### src/hw/rtl/gscr_pkg.sv
`timescale 1ns / 1ps
// Package for the GPIO set/clear register bank: register codes, access
// operation codes, the decoded-access struct and parameter defaults.
// No dependencies.
package gscr_pkg;

  // Parameter defaults.
  localparam int NumPortsDef   = 4;
  localparam int PortStrideDef = 4096;
  localparam int ShadowBaseDef = 28672;

  localparam int DataW = 32;
  localparam int AddrW = 16;

  // Number of word stores per bank and the bits that select one.
  localparam int NumRegs = 7;
  localparam int RegW    = 3;

  // Register offsets within a bank.
  localparam logic [AddrW-1:0] OffPin      = 16'h000;
  localparam logic [AddrW-1:0] OffIntr     = 16'h010;
  localparam logic [AddrW-1:0] OffMask     = 16'h020;
  localparam logic [AddrW-1:0] OffPat1     = 16'h030;
  localparam logic [AddrW-1:0] OffPat0     = 16'h040;
  localparam logic [AddrW-1:0] OffFlag     = 16'h050;
  localparam logic [AddrW-1:0] OffFlagClr  = 16'h058;
  localparam logic [AddrW-1:0] OffPullUp   = 16'h110;
  localparam logic [AddrW-1:0] OffPullDown = 16'h120;
  localparam logic [AddrW-1:0] OffShadowLd = 16'h0F0;

  // Sub-offsets of the three aliases of a register.
  localparam logic [3:0] SubBase  = 4'h0;
  localparam logic [3:0] SubSet   = 4'h4;
  localparam logic [3:0] SubClear = 4'h8;

  typedef enum logic [RegW-1:0] {
    REG_INTR     = 3'd0,
    REG_MASK     = 3'd1,
    REG_PAT1     = 3'd2,
    REG_PAT0     = 3'd3,
    REG_FLAG     = 3'd4,
    REG_PULLUP   = 3'd5,
    REG_PULLDOWN = 3'd6
  } reg_e;

  typedef enum logic [1:0] {
    OP_REPLACE = 2'd0,
    OP_SET     = 2'd1,
    OP_CLEAR   = 2'd2
  } op_e;

  // One decoded access: hit is low when the access touches no word.
  typedef struct packed {
    logic hit;
    logic wr;
    reg_e sel;
    op_e  op;
  } acc_t;

endpackage

### src/hw/rtl/gscr_ram.sv
`timescale 1ns / 1ps
// Generic single-write, single-read synchronous RAM with registered read data.
// No dependencies.
module gscr_ram #(
  parameter int Width = 32,
  parameter int Depth = 64
) (
  input  logic                     clk_i,
  input  logic                     we_i,
  input  logic [$clog2(Depth)-1:0] waddr_i,
  input  logic [Width-1:0]         wdata_i,
  input  logic                     re_i,
  input  logic [$clog2(Depth)-1:0] raddr_i,
  output logic [Width-1:0]         rdata_o
);

  logic [Width-1:0] mem_q [Depth];
  logic [Width-1:0] rdata_q;

  always_ff @(posedge clk_i) begin
    if (we_i) begin
      mem_q[waddr_i] <= wdata_i;
    end
    if (re_i) begin
      rdata_q <= mem_q[raddr_i];
    end
  end

  assign rdata_o = rdata_q;

endmodule

### src/hw/rtl/gscr_decode.sv
`timescale 1ns / 1ps
// Address decoder of the GPIO set/clear register bank: bank select and
// register/alias select. Depends on gscr_pkg.
module gscr_decode import gscr_pkg::*; #(
  parameter int NUM_PORTS   = NumPortsDef,
  parameter int PORT_STRIDE = PortStrideDef,
  parameter int SHADOW_BASE = ShadowBaseDef,
  localparam int BankW      = $clog2(NUM_PORTS + 1)
) (
  input  logic             wr_i,
  input  logic [AddrW-1:0] addr_i,
  output acc_t             acc_o,
  output logic [BankW-1:0] bank_o
);

  localparam logic [AddrW:0] ShadowLo = (AddrW+1)'(SHADOW_BASE);
  localparam logic [AddrW:0] ShadowHi = (AddrW+1)'(SHADOW_BASE + PORT_STRIDE);
  localparam logic [AddrW:0] PortsHi  = (AddrW+1)'(NUM_PORTS * PORT_STRIDE);

  logic             mapped;
  logic [AddrW-1:0] base;
  logic [AddrW-1:0] off;
  logic [AddrW-1:0] group;
  logic [3:0]       sub;
  logic             known;
  reg_e             sel;

  // Bank select. The shadow window wins over an overlapping port range.
  always_comb begin
    mapped = 1'b0;
    bank_o = '0;
    base   = '0;
    if ({1'b0, addr_i} >= ShadowLo && {1'b0, addr_i} < ShadowHi) begin
      mapped = 1'b1;
      bank_o = BankW'(NUM_PORTS);
      base   = AddrW'(SHADOW_BASE);
    end else if ({1'b0, addr_i} < PortsHi) begin
      mapped = 1'b1;
      for (int i = 1; i < NUM_PORTS; i++) begin
        if (addr_i >= AddrW'(i * PORT_STRIDE)) begin
          bank_o = BankW'(i);
          base   = AddrW'(i * PORT_STRIDE);
        end
      end
    end
  end

  assign off   = addr_i - base;
  assign group = {off[AddrW-1:4], 4'h0};
  assign sub   = off[3:0];

  always_comb begin
    known = 1'b1;
    sel   = REG_INTR;
    unique case (group)
      OffIntr:     sel = REG_INTR;
      OffMask:     sel = REG_MASK;
      OffPat1:     sel = REG_PAT1;
      OffPat0:     sel = REG_PAT0;
      OffFlag:     sel = REG_FLAG;
      OffPullUp:   sel = REG_PULLUP;
      OffPullDown: sel = REG_PULLDOWN;
      default:     known = 1'b0;
    endcase
  end

  always_comb begin
    acc_o.wr  = wr_i;
    acc_o.hit = 1'b0;
    acc_o.sel = sel;
    acc_o.op  = OP_REPLACE;
    if (!mapped) begin
      acc_o.hit = 1'b0;
    end else if (off == OffPin) begin
      // The pin register mirrors pattern0 and is read-only.
      acc_o.sel = REG_PAT0;
      acc_o.hit = !wr_i;
    end else if (known) begin
      priority if (sub == SubBase) begin
        acc_o.hit = 1'b1;
        acc_o.op  = OP_REPLACE;
      end else if (sub == SubSet && sel != REG_FLAG) begin
        acc_o.hit = 1'b1;
        acc_o.op  = OP_SET;
      end else if (sub == SubClear) begin
        acc_o.hit = 1'b1;
        acc_o.op  = OP_CLEAR;
      end else begin
        acc_o.hit = 1'b0;
      end
    end
  end

endmodule

### src/hw/rtl/gpio_set_clear_register_bank_top.sv
`timescale 1ns / 1ps
// Top level of the GPIO set/clear register bank: decoder, word RAM and the
// read-modify-write stage. Depends on gscr_pkg, gscr_decode and gscr_ram.
//
//  Channel   Handshake               Payload
//  --------  ----------------------  -----------------------------------------
//  access    start_i high, busy_o    operation_i, address_i, write_data_i
//            low at the clock edge
//  result    done_o high for one     read_data_o
//            cycle, no back pressure
//
// Every access has two steps: in the cycle of the transfer the decoded
// word is read from the RAM, in the next cycle it is modified, written back
// and the result is registered. done_o and read_data_o come straight from
// those registers, while the next access may already be transferred. The
// read-modify-write interlock: busy_o stays high for the write-back cycle,
// so the next access reads a word only after it was written, and no new
// access is accepted while one is being written back. Reset clears a valid
// bit per RAM word, so every word reads zero until first written; no
// clearing pass is needed. The receiver cannot stall the result.
module gpio_set_clear_register_bank_top import gscr_pkg::*; #(
  parameter int NUM_PORTS   = NumPortsDef,
  parameter int PORT_STRIDE = PortStrideDef,
  parameter int SHADOW_BASE = ShadowBaseDef
) (
  input  logic             clk_i,
  input  logic             rst_ni,
  input  logic             start_i,
  output logic             busy_o,
  input  logic             operation_i,
  input  logic [AddrW-1:0] address_i,
  input  logic [DataW-1:0] write_data_i,
  output logic             done_o,
  output logic [DataW-1:0] read_data_o
);

  // The RAM index is the register code above the bank number, so all
  // seven stores of every bank, shadow included, share one memory.
  localparam int BankW   = $clog2(NUM_PORTS + 1);
  localparam int IdxW    = RegW + BankW;
  localparam int RamDepth = NumRegs << BankW;

  acc_t             acc_dec;
  logic [BankW-1:0] bank_dec;
  logic             accept;

  acc_t             acc_q;
  logic [IdxW-1:0]  idx_q;
  logic [DataW-1:0] wdata_q;
  logic             busy_q;

  logic [DataW-1:0] ram_rdata;
  logic [DataW-1:0] word;
  logic [DataW-1:0] word_new;
  logic             we;

  logic [RamDepth-1:0] valid_q;
  logic                done_q;
  logic [DataW-1:0]    read_data_d;
  logic [DataW-1:0]    read_data_q;

  gscr_decode #(
    .NUM_PORTS   (NUM_PORTS),
    .PORT_STRIDE (PORT_STRIDE),
    .SHADOW_BASE (SHADOW_BASE)
  ) u_decode (
    .wr_i   (operation_i),
    .addr_i (address_i),
    .acc_o  (acc_dec),
    .bank_o (bank_dec)
  );

  assign accept = start_i && !busy_q;

  gscr_ram #(
    .Width (DataW),
    .Depth (RamDepth)
  ) u_ram (
    .clk_i   (clk_i),
    .we_i    (we),
    .waddr_i (idx_q),
    .wdata_i (word_new),
    .re_i    (accept),
    .raddr_i ({acc_dec.sel, bank_dec}),
    .rdata_o (ram_rdata)
  );

  // Access stage: control state.
  always_ff @(posedge clk_i or negedge rst_ni) begin
    if (!rst_ni) begin
      busy_q <= 1'b0;
      acc_q  <= '0;
      done_q <= 1'b0;
    end else begin
      busy_q <= accept;
      done_q <= busy_q;
      if (accept) begin
        acc_q <= acc_dec;
      end
    end
  end

  // Access stage: payload.
  always_ff @(posedge clk_i) begin
    if (accept) begin
      idx_q   <= {acc_dec.sel, bank_dec};
      wdata_q <= write_data_i;
    end
    read_data_q <= read_data_d;
  end

  // Words never written read as zero. A write completes before the next
  // access can read, so no forwarding is needed.
  assign word = valid_q[idx_q] ? ram_rdata : '0;

  always_comb begin
    unique case (acc_q.op)
      OP_REPLACE: word_new = wdata_q;
      OP_SET:     word_new = word | wdata_q;
      OP_CLEAR:   word_new = word & ~wdata_q;
      default:    word_new = word;
    endcase
  end

  assign we = busy_q && acc_q.hit && acc_q.wr;

  always_ff @(posedge clk_i or negedge rst_ni) begin
    if (!rst_ni) begin
      valid_q <= '0;
    end else if (we) begin
      valid_q[idx_q] <= 1'b1;
    end
  end

  // Writes and accesses that miss every word return zero.
  assign read_data_d = (acc_q.hit && !acc_q.wr) ? word : '0;

  assign busy_o      = busy_q;
  assign done_o      = done_q;
  assign read_data_o = read_data_q;

endmodule
### config.mk
export PLATFORM = sky130hd
export DESIGN_NAME = gpio_set_clear_register_bank_top
export DESIGN_NICKNAME = d
export VERILOG_FILES = /design/src/hw/rtl/gscr_pkg.sv /design/src/hw/rtl/gscr_ram.sv /design/src/hw/rtl/gscr_decode.sv /design/src/hw/rtl/gpio_set_clear_register_bank_top.sv
export SDC_FILE = /design/constraint.sdc
export NUM_CORES = 2
export LEC_CHECK = 0
export BUFFER_PORTS_ARGS = -buffer_cell sky130_fd_sc_hd__buf_2
export CORE_UTILIZATION = 50
export CTS_CLUSTER_SIZE = 24
export DETAILED_ROUTE_END_ITERATION = 8
export HOLD_SLACK_MARGIN = 0.15
export MAX_ROUTING_LAYER = met4
export PLACE_DENSITY = 0.74
export SYNTH_ARGS = -nofsm -noshare
export SYNTH_HDL_FRONTEND = slang
export SYNTH_HIERARCHICAL = 1
export SYNTH_SLANG_ARGS = --single-unit
### constraint.sdc
create_clock -name clk_i -period 6.1 [get_ports clk_i]
set_input_delay 0.305 -clock clk_i [delete_from_list [all_inputs] [get_ports clk_i]]
set_output_delay 0.305 -clock clk_i [all_outputs]
set_load 0.005 [all_outputs]
# After elaboration in Yosys (flattened, before gate mapping)
# Memories as Yosys holds them, arrays and structs flattened. A register that Yosys moved wholly into a read port is not among the register bits.
# Index checks and enable logic that the tools add are counted.
[totals]
register_bits = 132
ramBits = 1792
inputBits = 52
out_inout_bits = 34
wordCells = 84
n_memories = 1
[op_classes]
add_sub_neg = 1
order_cmp = 8
eq_ne = 12
muxes = 35
n_bitwise = 4
n_reduce_logical = 14
[mem_list]
columns = ["memory", "depth", "width", "rd", "rd_ports_with_merged_regs", "write_ports", "line_no", "source"]
rows = [
  ["u_ram.mem_q", 56, 32, 1, 1, 1, "gscr_ram.sv:17", "logic [Width-1:0] mem_q [Depth];"],
]
[op_table]
columns = ["cell", "count"]
rows = [
  ["$pmux W32 S3", 1],
  ["$or A56 B56 Y56", 1],
  ["$and A32 B32 Y32", 1],
  ["$ge A16 B14 Y1 const B", 2],
  ["$mux W16", 2],
  ["$mux W32", 1],
  ["$not A32 Y32", 1],
  ["$or A32 B32 Y32", 1],
  ["$mux W14", 2],
  ["$eq A12 B2 Y1 const B", 2],
  ["$eq A12 B3 Y1 const B", 2],
  ["$eq A12 B5 Y1 const B", 2],
  ["$pmux W3 S6", 1],
  ["$ge A16 B13 Y1 const B", 1],
  ["$ge A16 B15 Y1 const B", 1],
  ["$logic_not A16 Y1", 1],
  ["$lt A16 B15 Y1 const B", 1],
  ["$lt A16 B16 Y1 const B", 1],
  ["$sub A16 B16 Y16", 1],
  ["$mux W1", 14],
  ["$mux W2", 7],
  ["$mux W13", 1],
  ["$eq A12 B1 Y1 const B", 1],
  ["$mux W3", 3],
  ["other kinds (15)", 23],
]

# Depth between registers and ports, before layout
[logic_depth]
word_depth = 16
mapped_depth = 18

# Modules after synthesis
# The synthesis kept the hierarchy.
[by_module_without_submodules]
columns = ["mod", "n_inst", "cells_per_inst", "area_per_inst_um2"]
rows = [
  ["gscr_ram", 1, 3393, 70328.7],
  ["gpio_set_clear_register_bank_top", 1, 523, 5825.6],
  ["gscr_decode", 1, 57, 374.1],
]

# Least setup slack after synthesis
# Ideal clock, no wire load.
[synth_path]
path_kind = "register to register"
from = "reg idx_q[3]"
to = "mem u_ram.mem_q[0][0], data pin"
setup_time_ps = 665
t_arrival_ps = 4313
slack_ps = 1122
stages_incl_launch_ff = 9
synth_period_minus_slack_ps = 4978
cell_sequence = "edfxtp_1 -> buf_2 -> nor3b_1 -> inv_1 -> o211ai_1 -> nor4b_2 -> buf_6 -> buf_6 -> o32ai_1"
[synth_between]
elab_chain_cells = 5
word_cells_on_any_way = 6
cone_classes = "mux (4); bitwise (2)"
[synth_lines]
columns = ["element", "line_no", "source"]
rows = [
  ["from (decl)", "gpio_set_clear_register_bank_top.sv:48", "logic [IdxW-1:0] idx_q;"],
  ["from (signal assigned)", "gpio_set_clear_register_bank_top.sv:106", "idx_q <= {acc_dec.sel, bank_dec};"],
  ["$bmux W1 S6 *", "gpio_set_clear_register_bank_top.sv:114", "assign word = valid_q[idx_q] ? ram_rdata : '0;"],
  ["$mux W1 (implied by the code) *", "gpio_set_clear_register_bank_top.sv:114", ""],
  ["$mux W32 *", "gpio_set_clear_register_bank_top.sv:114", ""],
  ["$and A32 B32 Y32 / $or A32 B32 Y32 (equally long branches)", "gpio_set_clear_register_bank_top.sv:120, gpio_set_clear_register_bank_top.sv:119", ""],
  ["$pmux W32 S3 *", "gpio_set_clear_register_bank_top.sv:117", "unique case (acc_q.op)"],
  ["net word_new[0]", "gpio_set_clear_register_bank_top.sv:54", "logic [DataW-1:0] word_new;"],
  ["to (decl)", "gscr_ram.sv:17", ""],
]
# Mark *: on every way through the listed nets, which the timed path passes. The rest lies on a longest branch. The select of a mux whose other input is x is not followed.

# Worst setup path in the final report
[layout_path]
from = "reg idx_q[2]"
to = "mem u_ram.mem_q[18][7], data pin"
# The elaborated chain is that of the path after synthesis.

==> flow_summary.json <==
{
  "status": "finished, final reports clean",
  "crit_slowest_cell": "edfxtp_1",
  "dp.cells": 5989,
  "worst_pin_slew_ps": 1160,
  "drt_wl_total_um": 180000,
  "root_buffer": "clkbuf_16",
  "num_io_pins": 86,
  "hpwl_um": 103000,
  "die_h_um": 393,
  "synth_top_area_share_pct": 73.1,
  "clockBufferDepth": 3,
  "hold_class": "input port to async pin",
  "grt_max_degree": 108,
  "finalHoldViolCount": 0,
  "vias_per_cell": 6.21,
  "ant_nets": 0,
  "fin_crit_ps": 4460,
  "post-synth-top-area-cell": "edfxtp_1",
  "crit_arrival_ps": 4960,
  "cts_sinks": 1956,
  "final_cell_area_mm2": 0.0863,
  "syn_area_per_cell_um2": 19.3,
  "synth_ff_type": "edfxtp_1",
  "routed.top_layer": "met4",
  "worst_slew_margin_rel_pct": 21.9,
  "avgRoutedWirePerCell_um": 28.2,
  "fin_skew_ps": 27.6,
  "netlist_area_mm2": 0.0765,
  "place_congestion": 0.899,
  "critical-path-top-delay-family": "compound AO/OA/AOI/OAI gates",
  "synth_nets": 4028,
  "leakagePower_nw": 27.1,
  "fin_setup_tns_ps": 0,
  "startpoint_type": "register",
  "io_buffers": 85,
  "syn_inst": 3973,
  "drv_slew": 0,
  "power_density_mw_per_mm2": 307,
  "worst-path-buf-inv": 3,
  "async_flop_share_pct": 3.17,
  "fp.dieW_um": 393,
  "drt_iter0_drc": 4415,
  "synth.area.top_cells": "edfxtp_1 (73%), mux4_2 (8.3%), mux2i_1 (5.1%)",
  "tritoncts": "yes",
  "die-area_mm2": 0.155,
  "final_common_cell": "edfxtp_1",
  "wl_met2_um": 86800,
  "overflow": 0,
  "pre_cts_ws_ps": 1080,
  "cp.required_ps": 6600,
  "core_mm2": 0.152,
  "final_cells": 6366,
  "critPathMaxFanout": 64,
  "grt_pass1_wl_um": 262000,
  "max_freq_mhz": 224,
  "crit_type": "register to register",
  "wl_met3_um": 15400,
  "drive_gt1_share_pct": 20.8,
  "placed_cell_area_mm2": 0.0801,
  "period_share_pct": 73.2,
  "cp_cell_sequence": "inv_1 > a32o_1 > o41ai_1 > o211ai_1 > nor4b_4 > buf_12 > o32ai_4 > buf_4",
  "cts_made_buffers": 179,
  "ys_seq_elements": 1956,
  "antenna_found_initial": 1,
  "yosysUniqueCellTypes": 71,
  "synth_edf_count": 1862,
  "finalWorstSetupSlack_ps": 1640,
  "htreeDepth": 4,
  "final_cell_mix": "edfxtp_1 (1862), mux2i_1 (389), mux4_2 (281)",
  "yosysSeqAreaShare_pct": 75.9,
  "drc": 0,
  "clkTransAtPathRegs_ps": 60,
  "setup_viol": 0,
  "start_util_pct": 50.4,
  "cap_violations": 0,
  "rsz0062_at_grt": "no",
  "grt_pass1_vias": 38800,
  "wl_met1_um": 70400,
  "utilization_pct": 56.8,
  "rows": 143,
  "syn2layout_area_growth_pct": 12.7,
  "irDropWorstVdd_mv": 0.331,
  "firstDrtPassIters": 6,
  "end_kind": "register",
  "slowest_delay_ps": 1030,
  "num_vias": 39500,
  "final_net_count": 4243,
  "yosys_warnings": 6,
  "clk_latency_ps": 820,
  "cts_resized": 0,
  "grt_usage_pct": 24.1
}
worst min-delay path, stage by stage:
cell and delay [ps]:
dlygate4sd3_1 520, buf_2 90, buf_4 600
metrics by stage:
stage	total power, W	hold slack [ps]
after floorplan	0.0156	9.41
after global placement	0.0159	430
after detailed placement	0.0159	436
after CTS	0.0266	153
after global routing	0.0272	199
final	0.0265	188
path summary, 6_finish.rpt:
path / from / to / slack (ps) / cells past startpoint
min reg2reg: valid_q[15] / valid_q[15] / 450 / 1
max reg2reg: idx_q[2] / u_ram/mem_q[18][7] / 1640 / 8
max in group asynchronous: rst_ni / acc_q[1] / 5340 / 3
min in group clk_i: write_data_i[7] / wdata_q[7] / 200 / 2
max: idx_q[2] / u_ram/mem_q[18][7] / 1640 / 8
min: rst_ni / valid_q[17] / 190 / 3
state kept, by name (all words and copies together) (netlist names):
name and cells:
u_ram/mem_q 1792, valid_q 56, read_data_o 32, u_ram/rdata_o 32, wdata_q 32, idx_q 6, acc_q 4, busy_o 1
done_o 1
power breakdown:
group | switching, W | internal, W
Clock | 0.00481 | 0.00607
Combinational | 0.000563 | 0.000313
Sequential | 0.0000414 | 0.0147
per-layer routing:
metal / up-vias / track usage, %
met5: - / -
met4: 0 / 9.75
met3: 387 / 4.32
met2: 1946 / 36.9
met1: 20700 / 32.2
li1: 16500 / -
repair_timing:
action                                  in CTS  in global routing
buffers inserted                             0                  0
hold buffers                                48                  0
endpoints found under the setup margin       0                  0
endpoints found under the hold margin      113                  0
synthesized netlist by cell type (all sizes together) (2+ instances only):
| cell type | instances |
|---|---|
| mux2 | 38 |
| a21oi | 136 |
| and3 | 12 |
| a21o | 54 |
| o31ai | 27 |
| nor2b | 43 |
| a31oi | 67 |
| nand2b | 14 |
| nand3b | 8 |
| dfrtp | 62 |
| or3b | 4 |
| ha | 3 |
| dfxtp | 32 |
| o211ai | 3 |
| or2 | 3 |
| and2 | 3 |
| mux4 | 282 |
| a211oi | 30 |
| nor3b | 5 |
| nand2 | 192 |
| a22oi | 33 |
| buf | 154 |
| or4 | 2 |
| o22ai | 28 |
| o2111ai | 27 |
| nand3 | 37 |
| o32ai | 32 |
| a22o | 32 |
| nor4 | 3 |
| or3 | 2 |
| a211o | 26 |
| and3b | 2 |
| nor2 | 83 |
| xnor2 | 2 |
| mux2i | 389 |
| clkbuf | 86 |
| edfxtp | 1862 |
| nand4 | 2 |
| o21ai | 18 |
| a221oi | 2 |
| a31o | 2 |
| inv | 74 |
| nor3 | 43 |
kinds of logic after synthesis:
family	count (synthesis)	share of synthesized area, %
AO/OA/AOI/OAI	527	4.94
XOR/XNOR	3	0.0343
adder cells (fa/ha/maj)	3	0.0491
buffers and inverters	314	2.30
flip-flops	1956	75.9
multiplexers	709	14.0
AND/OR/NAND/NOR	461	2.80
final cells by class:
class | instances | area (µm²)
Antenna cell | 2 | 5.00
Multi-Input combinational cell | 1703 | 17600
Fill cell | 10900 | 65700
Sequential cell | 1956 | 58100
Clock buffer | 222 | 4750
Clock inverter | 105 | 887
Timing Repair Buffer | 274 | 2060
Tap cell | 2030 | 2540
Inverter | 74 | 285
(Power assumes the default switching activity.)
